===== config.mk =====
export PLATFORM = sky130hd
export DESIGN_NAME = hashed_timer_wheel
export DESIGN_NICKNAME = d
export VERILOG_FILES = /design/src/hw/rtl/htw_pkg.sv /design/src/hw/rtl/hashed_timer_wheel.sv /design/src/hw/rtl/htw_front.sv /design/src/hw/rtl/htw_div.sv /design/src/hw/rtl/htw_back.sv
export SDC_FILE = /design/constraint.sdc
export NUM_CORES = 1
export LEC_CHECK = 0
export BUFFER_PORTS_ARGS = -buffer_cell sky130_fd_sc_hd__buf_4
export CAP_MARGIN = 20
export CORE_MARGIN = 2
export CORE_UTILIZATION = 50
export DETAILED_ROUTE_END_ITERATION = 8
export PLACE_DENSITY = 0.66
export SETUP_SLACK_MARGIN = 0.2
export SLEW_MARGIN = 10
export SYNTH_ARGS = -nofsm -noshare
export SYNTH_HDL_FRONTEND = slang
export SYNTH_SLANG_ARGS = --single-unit

===== constraint.sdc =====
create_clock -name i_clk -period 8.2 [get_ports i_clk]
set_input_delay 0.41 -clock i_clk [delete_from_list [all_inputs] [get_ports i_clk]]
set_output_delay 0.41 -clock i_clk [all_outputs]
set_load 0.05 [all_outputs]

===== src/hw/rtl/htw_pkg.sv =====
// shared types and constants for the hashed timer wheel
// no dependencies

package htw_pkg;

    localparam int FUNC_W    = 2;
    localparam int ID_W      = 4;
    localparam int DELAY_W   = 24;
    localparam int TLEN_W    = 16;
    localparam int ROT_W     = 14;
    localparam logic [ROT_W-1:0] ROT_MAX = 14'h3fff;

    localparam int WHEEL_SLOTS = 1024;
    localparam int TIMER_COUNT = 16;

    typedef enum logic [1:0] {
        FUNC_ADD    = 2'd0,
        FUNC_REMOVE = 2'd1,
        FUNC_ADJUST = 2'd2,
        FUNC_TICK   = 2'd3
    } t_func;

    typedef struct packed {
        t_func               func;
        logic [ID_W-1:0]     timer_id;
        logic [DELAY_W-1:0]  timeout;
        logic                periodic;
    } t_req;

    typedef enum logic [2:0] {
        ST_IDLE,
        ST_DIV,
        ST_ARM,
        ST_SCAN,
        ST_REDIV,
        ST_REARM,
        ST_EMIT
    } t_state;

endpackage


===== src/hw/rtl/hashed_timer_wheel.sv =====
// hashed timer wheel top level: config register, request queue, back part
// add/adjust: 24-step serial divide in the back part, then arm; remove clears
// the armed bit; tick: 16-entry scan, an emit state per expiry, a re-divide per
// periodic re-arm, plus output stalls; one item in the back part at a time
// synchronous active-low reset clears armed bits, current slot; tick_length = 1

module hashed_timer_wheel (
    input  logic        i_clk,
    input  logic        i_rst_n,
    input  logic        i_cfg_we,
    input  logic [15:0] i_cfg_wdata,
    input  logic        s_axis_tvalid,
    output logic        s_axis_tready,
    input  logic [31:0] s_axis_tdata,  // func, timer_id, timeout, periodic
    output logic        m_axis_tvalid,
    input  logic        m_axis_tready,
    output logic [7:0]  m_axis_tdata,  // fired_id
    output logic        m_axis_tlast
);

    logic [htw_pkg::TLEN_W-1:0] r_tick_length;
    htw_pkg::t_req              w_in;
    htw_pkg::t_req              w_q;
    logic                       w_qv;
    logic                       w_qr;
    logic [htw_pkg::ID_W-1:0]   w_id;

    always_ff @(posedge i_clk) begin
        if (!i_rst_n) begin
            r_tick_length <= htw_pkg::TLEN_W'(1);
        end else if (i_cfg_we) begin
            r_tick_length <= i_cfg_wdata;
        end
    end

    assign w_in.func     = htw_pkg::t_func'(s_axis_tdata[1:0]);
    assign w_in.timer_id = s_axis_tdata[5:2];
    assign w_in.timeout  = s_axis_tdata[29:6];
    assign w_in.periodic = s_axis_tdata[30];

    htw_front u_front (
        .i_clk   (i_clk),
        .i_rst_n (i_rst_n),
        .i_valid (s_axis_tvalid),
        .o_ready (s_axis_tready),
        .i_req   (w_in),
        .o_valid (w_qv),
        .i_ready (w_qr),
        .o_req   (w_q)
    );

    htw_back u_back (
        .i_clk         (i_clk),
        .i_rst_n       (i_rst_n),
        .i_tick_length (r_tick_length),
        .i_valid       (w_qv),
        .o_ready       (w_qr),
        .i_req         (w_q),
        .o_valid       (m_axis_tvalid),
        .i_ready       (m_axis_tready),
        .o_fired_id    (w_id),
        .o_last        (m_axis_tlast)
    );

    assign m_axis_tdata = {4'b0000, w_id};

endmodule


===== src/hw/rtl/htw_front.sv =====
// front part: accepts request items and holds them in a two-entry queue
// depends on htw_pkg

module htw_front (
    input  logic             i_clk,
    input  logic             i_rst_n,
    input  logic             i_valid,
    output logic             o_ready,
    input  htw_pkg::t_req    i_req,
    output logic             o_valid,
    input  logic             i_ready,
    output htw_pkg::t_req    o_req
);

    htw_pkg::t_req r_q [2];
    logic          r_rd;
    logic          r_wr;
    logic [1:0]    r_cnt;
    logic          w_push;
    logic          w_pop;

    assign o_ready = (r_cnt != 2'd2);
    assign o_valid = (r_cnt != 2'd0);
    assign o_req   = r_q[r_rd];
    assign w_push  = i_valid && o_ready;
    assign w_pop   = o_valid && i_ready;

    always_ff @(posedge i_clk) begin
        if (!i_rst_n) begin
            r_rd  <= 1'b0;
            r_wr  <= 1'b0;
            r_cnt <= 2'd0;
        end else begin
            if (w_push) begin
                r_wr <= ~r_wr;
            end
            if (w_pop) begin
                r_rd <= ~r_rd;
            end
            r_cnt <= r_cnt + {1'b0, w_push} - {1'b0, w_pop};
        end
    end

    always_ff @(posedge i_clk) begin
        if (w_push) begin
            r_q[r_wr] <= i_req;
        end
    end

    property p_cnt_range;
        @(posedge i_clk) disable iff (!i_rst_n)
        r_cnt != 2'd3;
    endproperty
    a_cnt_range: assert property (p_cnt_range) else $error("queue count out of range");

    property p_head_hold;
        @(posedge i_clk) disable iff (!i_rst_n)
        (o_valid && !i_ready) |=> (o_valid && $stable(o_req));
    endproperty
    a_head_hold: assert property (p_head_hold) else $error("queue head changed while stalled");

endmodule


===== src/hw/rtl/htw_div.sv =====
// restoring divider, one quotient bit per cycle
// depends on htw_pkg

module htw_div (
    input  logic                        i_clk,
    input  logic                        i_rst_n,
    input  logic                        i_start,
    input  logic [htw_pkg::DELAY_W-1:0] i_num,
    input  logic [htw_pkg::TLEN_W-1:0]  i_den,
    output logic                        o_done,
    output logic [htw_pkg::DELAY_W-1:0] o_quo
);

    localparam int CNT_W = $clog2(htw_pkg::DELAY_W + 1);

    logic [htw_pkg::DELAY_W-1:0] r_quo;
    logic [htw_pkg::TLEN_W:0]    r_rem;
    logic [CNT_W-1:0]            r_cnt;
    logic                        r_busy;
    logic [htw_pkg::TLEN_W:0]    w_sh;
    logic [htw_pkg::TLEN_W:0]    w_den;

    assign w_den  = {1'b0, i_den};
    assign w_sh   = {r_rem[htw_pkg::TLEN_W-1:0], r_quo[htw_pkg::DELAY_W-1]};
    assign o_quo  = r_quo;
    assign o_done = r_busy && (r_cnt == CNT_W'(0));

    always_ff @(posedge i_clk) begin
        if (!i_rst_n) begin
            r_busy <= 1'b0;
            r_cnt  <= '0;
        end else if (i_start) begin
            r_busy <= 1'b1;
            r_cnt  <= CNT_W'(htw_pkg::DELAY_W);
        end else if (r_busy) begin
            if (r_cnt == CNT_W'(0)) begin
                r_busy <= 1'b0;
            end else begin
                r_cnt <= r_cnt - CNT_W'(1);
            end
        end
    end

    always_ff @(posedge i_clk) begin
        if (i_start) begin
            r_quo <= i_num;
            r_rem <= '0;
        end else if (r_busy && r_cnt != CNT_W'(0)) begin
            if (w_sh >= w_den) begin
                r_rem <= w_sh - w_den;
                r_quo <= {r_quo[htw_pkg::DELAY_W-2:0], 1'b1};
            end else begin
                r_rem <= w_sh;
                r_quo <= {r_quo[htw_pkg::DELAY_W-2:0], 1'b0};
            end
        end
    end

endmodule


===== src/hw/rtl/htw_back.sv =====
// back part: entry table, arming with divider, tick scan and result register
// depends on htw_pkg and htw_div

module htw_back (
    input  logic                       i_clk,
    input  logic                       i_rst_n,
    input  logic [htw_pkg::TLEN_W-1:0] i_tick_length,
    input  logic                       i_valid,
    output logic                       o_ready,
    input  htw_pkg::t_req              i_req,
    output logic                       o_valid,
    input  logic                       i_ready,
    output logic [htw_pkg::ID_W-1:0]   o_fired_id,
    output logic                       o_last
);

    localparam int WHEEL_SLOTS = htw_pkg::WHEEL_SLOTS;
    localparam int TIMER_COUNT = htw_pkg::TIMER_COUNT;
    localparam int SLOT_W = (WHEEL_SLOTS > 1) ? $clog2(WHEEL_SLOTS) : 1;
    localparam int IDX_W  = (TIMER_COUNT > 1) ? $clog2(TIMER_COUNT) : 1;
    localparam int CNT_W  = $clog2(TIMER_COUNT + 1);
    localparam int D      = htw_pkg::DELAY_W;

    htw_pkg::t_state r_state, n_state;

    logic [TIMER_COUNT-1:0]      r_armed;
    logic [SLOT_W-1:0]           r_slot [TIMER_COUNT];
    logic [htw_pkg::ROT_W-1:0]   r_rot  [TIMER_COUNT];
    logic [D-1:0]                r_dly  [TIMER_COUNT];
    logic [TIMER_COUNT-1:0]      r_rep;
    logic [SLOT_W-1:0]           r_cur;
    logic [CNT_W-1:0]            r_k;
    htw_pkg::t_req               r_req;
    logic                        r_have;
    logic                        r_dgo;
    logic [IDX_W-1:0]            r_pid;
    logic                        r_ovalid;
    logic [htw_pkg::ID_W-1:0]    r_oid;
    logic                        r_olast;

    logic [htw_pkg::TLEN_W-1:0]  w_len;
    logic                        w_dstart;
    logic [D-1:0]                w_dnum;
    logic                        w_ddone;
    logic [D-1:0]                w_quo;
    logic [D-1:0]                w_ticks;
    logic [D-1:0]                w_rot_full;
    logic [htw_pkg::ROT_W-1:0]   w_rot;
    logic [SLOT_W-1:0]           w_slot;
    logic [IDX_W-1:0]            w_k;
    logic                        w_hit;
    logic                        w_fire;
    logic                        w_kend;
    logic                        w_ok_id;
    logic                        w_accept;
    logic                        w_emit;
    logic [IDX_W-1:0]            w_arm_k;

    assign w_len   = (i_tick_length == '0) ? htw_pkg::TLEN_W'(1) : i_tick_length;
    assign w_k     = r_k[IDX_W-1:0];
    assign w_kend  = (r_k == CNT_W'(TIMER_COUNT));
    assign w_hit   = !w_kend && r_armed[w_k] && (r_slot[w_k] == r_cur);
    assign w_fire  = w_hit && (r_rot[w_k] == '0);
    assign w_ok_id = ({1'b0, i_req.timer_id} < 5'(TIMER_COUNT));
    assign w_emit  = !r_ovalid || i_ready;

    assign w_ticks    = (w_quo == '0) ? D'(1) : w_quo;
    assign w_rot_full = D'(w_ticks / WHEEL_SLOTS);
    assign w_rot      = (w_rot_full > D'(htw_pkg::ROT_MAX)) ? htw_pkg::ROT_MAX
                                                           : w_rot_full[htw_pkg::ROT_W-1:0];
    assign w_slot     = SLOT_W'((D'(r_cur) + w_ticks) % WHEEL_SLOTS);
    assign w_arm_k    = (r_state == htw_pkg::ST_ARM) ? r_req.timer_id[IDX_W-1:0] : w_k;

    assign o_ready    = (r_state == htw_pkg::ST_IDLE);
    assign w_accept   = i_valid && o_ready;
    assign o_valid    = r_ovalid;
    assign o_fired_id = r_oid;
    assign o_last     = r_olast;

    always_comb begin
        w_dstart = 1'b0;
        w_dnum   = r_req.timeout;
        unique case (r_state)
            htw_pkg::ST_DIV: begin
                w_dstart = !r_dgo;
            end
            htw_pkg::ST_REDIV: begin
                w_dstart = !r_dgo;
                w_dnum   = r_dly[w_k];
            end
            default: begin
                w_dstart = 1'b0;
            end
        endcase
    end

    htw_div u_div (
        .i_clk   (i_clk),
        .i_rst_n (i_rst_n),
        .i_start (w_dstart),
        .i_num   (w_dnum),
        .i_den   (w_len),
        .o_done  (w_ddone),
        .o_quo   (w_quo)
    );

    always_comb begin
        n_state = r_state;
        unique case (r_state)
            htw_pkg::ST_IDLE: begin
                if (w_accept) begin
                    if (i_req.func == htw_pkg::FUNC_TICK) begin
                        n_state = htw_pkg::ST_SCAN;
                    end else if (w_ok_id && i_req.func != htw_pkg::FUNC_REMOVE) begin
                        n_state = htw_pkg::ST_DIV;
                    end
                end
            end
            htw_pkg::ST_DIV: begin
                if (w_ddone) begin
                    n_state = htw_pkg::ST_ARM;
                end
            end
            htw_pkg::ST_ARM: begin
                n_state = htw_pkg::ST_IDLE;
            end
            htw_pkg::ST_SCAN: begin
                if (w_kend) begin
                    n_state = r_have ? htw_pkg::ST_EMIT : htw_pkg::ST_IDLE;
                end else if (w_fire) begin
                    if (r_have) begin
                        n_state = htw_pkg::ST_EMIT;
                    end else if (r_rep[w_k]) begin
                        n_state = htw_pkg::ST_REDIV;
                    end
                end
            end
            htw_pkg::ST_EMIT: begin
                if (w_emit) begin
                    if (w_kend) begin
                        n_state = htw_pkg::ST_IDLE;
                    end else if (r_rep[w_k]) begin
                        n_state = htw_pkg::ST_REDIV;
                    end else begin
                        n_state = htw_pkg::ST_SCAN;
                    end
                end
            end
            htw_pkg::ST_REDIV: begin
                if (w_ddone) begin
                    n_state = htw_pkg::ST_REARM;
                end
            end
            htw_pkg::ST_REARM: begin
                n_state = htw_pkg::ST_SCAN;
            end
            default: begin
                n_state = htw_pkg::ST_IDLE;
            end
        endcase
    end

    // scan: a fire at k is held as pending; the held one is emitted when the next
    // fire or the scan end shows whether it was the last one
    always_ff @(posedge i_clk) begin
        if (!i_rst_n) begin
            r_state  <= htw_pkg::ST_IDLE;
            r_armed  <= '0;
            r_cur    <= '0;
            r_k      <= '0;
            r_have   <= 1'b0;
            r_dgo    <= 1'b0;
            r_ovalid <= 1'b0;
        end else begin
            r_state <= n_state;
            if (r_state == htw_pkg::ST_EMIT && w_emit) begin
                r_ovalid <= 1'b1;
            end else if (i_ready) begin
                r_ovalid <= 1'b0;
            end
            unique case (r_state)
                htw_pkg::ST_IDLE: begin
                    r_k    <= '0;
                    r_have <= 1'b0;
                    if (w_accept && w_ok_id && i_req.func == htw_pkg::FUNC_REMOVE) begin
                        r_armed[i_req.timer_id[IDX_W-1:0]] <= 1'b0;
                    end
                end
                htw_pkg::ST_DIV: begin
                    r_dgo <= !w_ddone;
                end
                htw_pkg::ST_ARM: begin
                    r_have <= 1'b0;
                    r_armed[w_arm_k] <= 1'b1;
                end
                htw_pkg::ST_SCAN: begin
                    if (w_kend) begin
                        if (!r_have) begin
                            r_cur <= SLOT_W'((D'(r_cur) + D'(1)) % WHEEL_SLOTS);
                        end
                    end else if (w_hit && !w_fire) begin
                        r_k <= r_k + CNT_W'(1);
                    end else if (w_fire) begin
                        if (!r_have) begin
                            r_have <= 1'b1;
                            r_pid  <= w_k;
                            if (!r_rep[w_k]) begin
                                r_armed[w_k] <= 1'b0;
                                r_k <= r_k + CNT_W'(1);
                            end
                        end
                    end else begin
                        r_k <= r_k + CNT_W'(1);
                    end
                end
                htw_pkg::ST_EMIT: begin
                    if (w_emit) begin
                        r_oid   <= htw_pkg::ID_W'(r_pid);
                        r_olast <= w_kend;
                        r_have  <= !w_kend;
                        if (w_kend) begin
                            r_cur <= SLOT_W'((D'(r_cur) + D'(1)) % WHEEL_SLOTS);
                        end else begin
                            r_pid <= w_k;
                            if (!r_rep[w_k]) begin
                                r_armed[w_k] <= 1'b0;
                                r_k <= r_k + CNT_W'(1);
                            end
                        end
                    end
                end
                htw_pkg::ST_REDIV: begin
                    r_dgo <= !w_ddone;
                end
                htw_pkg::ST_REARM: begin
                    r_k <= r_k + CNT_W'(1);
                end
                default: begin
                    r_have <= 1'b0;
                end
            endcase
        end
    end

    always_ff @(posedge i_clk) begin
        if (r_state == htw_pkg::ST_IDLE && w_accept) begin
            r_req <= i_req;
            if (i_req.func != htw_pkg::FUNC_TICK && i_req.func != htw_pkg::FUNC_REMOVE
                && w_ok_id) begin
                r_rep[i_req.timer_id[IDX_W-1:0]] <= i_req.periodic;
                r_dly[i_req.timer_id[IDX_W-1:0]] <= i_req.timeout;
            end
        end
        if (r_state == htw_pkg::ST_SCAN && w_hit && !w_fire) begin
            r_rot[w_k] <= r_rot[w_k] - htw_pkg::ROT_W'(1);
        end
        if (r_state == htw_pkg::ST_ARM) begin
            r_slot[w_arm_k] <= w_slot;
            r_rot[w_arm_k]  <= w_rot;
        end
        if (r_state == htw_pkg::ST_REARM) begin
            r_slot[w_k] <= w_slot;
            if (w_slot == r_cur && w_rot != '0) begin
                r_rot[w_k] <= w_rot - htw_pkg::ROT_W'(1);
            end else begin
                r_rot[w_k] <= w_rot;
            end
        end
    end

    property p_out_hold;
        @(posedge i_clk) disable iff (!i_rst_n)
        (r_ovalid && !i_ready) |=> (r_ovalid && $stable(r_oid) && $stable(r_olast));
    endproperty
    a_out_hold: assert property (p_out_hold) else $error("result changed while stalled");

    property p_idle_no_pending;
        @(posedge i_clk) disable iff (!i_rst_n)
        (r_state == htw_pkg::ST_IDLE) |-> (r_k <= CNT_W'(TIMER_COUNT));
    endproperty
    a_idle_no_pending: assert property (p_idle_no_pending) else $error("scan index overran");

    property p_emit_pending;
        @(posedge i_clk) disable iff (!i_rst_n)
        (r_state == htw_pkg::ST_EMIT) |-> r_have;
    endproperty
    a_emit_pending: assert property (p_emit_pending) else $error("emit with no held timer");

endmodule

==> summary.txt <==
Routing
  • Final wirelength: 96.7 mm
  • Final ANT Viol Nets: 0
  • 1st-pass router iterations: 6
  • Vias: 22300
  • # DRC: 0
  • DR iter-0 viols: 2253
  • DR WL/cell: around 26 um
  • Avg Vias per Cell: 6.07

Logic synthesis
  • Avg Inst Size Synth: 17.5 sq um
  • Sequential share of the synthesized area: 69.9%
  • Synth Instances: 2366
  • Post-synthesis cell area: 41400 sq um
  • Synth Area in Simple Gates: 5.56%
  • Synth area leaders: edfxtp_1 66%, mux4_2 13%, dfxtp_1 4.1%
  • Synth Register Bits: 991
  • Mux cell area share after synthesis: 16.0%
  • Synth top area share: between 60 and 70%
  • Synth cell types: 78
  • Main combinational cell family by area after synthesis: multiplexers
  • Number of synthesized flops with an enable pin: 907
  • Adder-cell share of the synthesized area: 1.16%
  • Compound-cell area share of the yosys netlist: 4.43%
  • Post-synth top area cell: edfxtp_1
  • XOR/XNOR Fraction of Synth Area: under 10%
  • Warnings from Yosys: 0
  • Primary FF master, synth: edfxtp_1
  • Post-synth ARST share: 0%

GRT
  • Largest net degree at the start of global routing: 119
  • First-pass GRT wire length: 144 mm
  • Global Route met1 Usage: 31.7%
  • Initial antenna violation count: 0
  • Total track usage: 22.9%
  • GR met2 Demand/Resource: about two fifths
  • Busiest grt layer: met2
  • Total congestion overflow: 0
  • Vias in the first global route: ~23000
  • Routing usage on met3: 4.06%

Critical path
  • CP Capture Type: flip-flop
  • Critical Path Start Type: flip-flop
  • CP max FO: 17
  • Crit path required time: ~8.7 ns
  • Internal reg-to-reg setup slack: between 0.9 and 1 ns
  • Crit Path Category: flip-flop to flip-flop
  • CP arrival: 7.77 ns

CTS
  • Max clock buf depth: 3
  • Clk sinks: 991
  • Total CTS buffers: 101
  • Clock transition at the registers of the reported paths: 0.06 ns
  • Worst skew pair latency: 0.67 ns
  • Post-CTS Resized: 0
  • CTS tree: yes
  • # H-tree levels: 3
  • Root Buffer: clkbuf_16

Layout
  • Share of cells above drive strength 1: 22.8%
  • Layout area overhead: 14.1%
  • Final net count: approximately 2600
  • N_diodes: 0
  • Non-filler cells in the finished layout: between 3000 and 4000
  • Most frequent cells in the layout: 907 x edfxtp_1, 237 x mux4_2, 129 x buf_4
  • Leading cell type in the layout, fill and taps excluded: edfxtp_1

Timing
  • Final setup viols: 0
  • Worst Clk Skew: 0.0296 ns
  • Period minus WS final: 7.26 ns
  • Fin worst setup slack: 0.936 ns
  • Worst slew margin: 31.2%
  • Worst Tran Pin Value: 1.02 ns
  • Peak Freq: about 140 MHz
  • Fin Hold WS: about 0.033 ns
  • Max-slew violation count: 0
  • Sum Neg Setup Slack: 0 ns
  • RSZ-0062 raised after global routing: no
  • Period utilization: 88.6%
  • Final Hold Fails: 0

Placed design
  • Final HPWL DP: 56.9 mm
  • PortBufs: 58
  • Inst Count DP: 3441
  • RePlAce Congestion: 0.875
  • Worst Setup Slack post-DPL: 1.03 ns

Power
  • Lkg Pwr: 15.2 nW
  • VDD IR max: 0.212 mV
  • Pwr per Cell Area: slightly below 300 nW/um^2

Run status
  • Status: finished, final reports clean

Floorplan
  • Die Height: roughly 300 um
  • Die ar.: between 80000 and 90000 sq um
  • Initial Util: 50.5%
  • Core Area: 82000 sq um
  • Row count: 105
  • Die X: 292 um
  • IO Count: 64

Run
  • Max_cap viols: 0

Worst hold path
  • HP Class: primary input to flip-flop
cells by family (layout without fill, tap and decap cells):
family                     Yosys count  after routing
xor gates and xnor gates            53             53
AOI/OAI and AO/OA                  281            281
muxes                              359            359
buffers and inverters              180            421
DFF                                991            991
and+or+nand+nor                    464            464
adders and majority gates           37             37
other                                1              4
synth_stat cells (6+ instances only):
cell type,n
o221ai_1,6
a21o_1,12
a21oi_1,65
nor2b_1,34
and2_1,20
buf_4,6
nand4_1,13
a211oi_1,13
or2_2,9
nor3_1,34
mux4_2,237
xnor2_1,35
a21boi_0,8
mux2i_1,88
clkbuf_1,89
nor2_1,115
dfxtp_1,84
o211ai_1,13
inv_1,50
and3_1,12
o31ai_1,6
a22oi_1,18
xor2_1,16
edfxtp_1,907
buf_1,17
nor4_1,11
a2bb2oi_1,10
or3_1,12
mux2_2,34
o21a_1,8
nand3_1,46
nand2_1,114
ha_1,35
buf_2,12
nand2b_1,20
o21ai_0,72
a31oi_1,8
metrics by stage:
stage | utilization (%) | total power [W] | area [sq um]
2_1_floorplan | - | 0.00843 | 41400
5_1_grt | 57.6 | 0.0144 | 47200
6_report | 57.6 | 0.0139 | 47200
3_3_place_gp | 52.9 | 0.00924 | 43400
4_1_cts | 57.5 | 0.0139 | 47200
3_5_place_dp | 52.9 | 0.00935 | 43400
registers in the layout (all words and copies together), names as in the netlist, 5 cells and up, named ones only:
name / cells
u_back.r_dly: 384
u_back.r_rot: 224
u_back.r_slot: 160
u_front.r_q: 62
u_back.r_req: 28
u_back.u_div.o_quo: 24
r_tick_length: 16
u_back.r_armed: 16
u_back.r_rep: 16
u_back.u_div.r_rem: 16
u_back.r_cur: 10
u_back.r_k: 5
u_back.u_div.r_cnt: 5
worst max-delay path: stages, from the launching register on:
cell      delay [ns]
edfxtp_1        0.47
nor4_1          0.52
nand4_1         0.36
o31ai_1         0.36
ha_1            0.27
fa_1            0.66
xor2_1          0.24
nor4_1          0.30
o211ai_1        0.14
or4_1           0.56
nor4_2          0.52
nand3_1         0.55
mux2i_1         0.33
ha_1            0.47
inv_1           0.16
nor2_1          0.14
nand3_1         0.11
nor3_1          0.21
xor2_1          0.17
mux2i_1         0.09
a21oi_1         0.20
buf_4           0.23
path summary, 6_finish.rpt:
| check | cells after the start | start | end |
|---|---|---|---|
| worst max-delay path | 21 | u_back.u_div.o_quo[16] | u_back.r_rot[4][10] |
| worst min-delay path | 3 | i_cfg_wdata[7] | r_tick_length[7] |
| worst max register to register | 21 | u_back.u_div.o_quo[16] | u_back.r_rot[4][10] |
| worst min register to register | 0 | u_back.r_pid[1] | u_back.o_fired_id[1] |
area by class of cell:
class | instances | area (sq um)
Timing Repair Buffer | 181 | 1520
Tap cell | 1070 | 1340
Sequential cell | 991 | 28900
Clock inverter | 57 | 617
Inverter | 51 | 191
Fill cell | 6107 | 34800
Multi-Input combinational cell | 1198 | 11900
Clock buffer | 132 | 2720
power breakdown:
group	internal (W)	switching [W]	total, W
registers	0.00638	0.000210	0.00659
clock network	0.00264	0.00192	0.00456
logic	0.000920	0.00178	0.00270
total	0.00994	0.00391	0.0139
routing by layer:
metal / routed length (um) / vias up
met1: 40500 / 11600
li1: - / 9791
met4: 2040 / 0
met2: 47900 / 854
met5: 0 / -
met3: 6290 / 150
repair_timing:
action / in CTS / in global routing
hold endpoints to repair: 77 / 0
hold buffers: 46 / 0
setup buffers: 0 / 0
No activity file was read; power rests on OpenSTA's default activity.
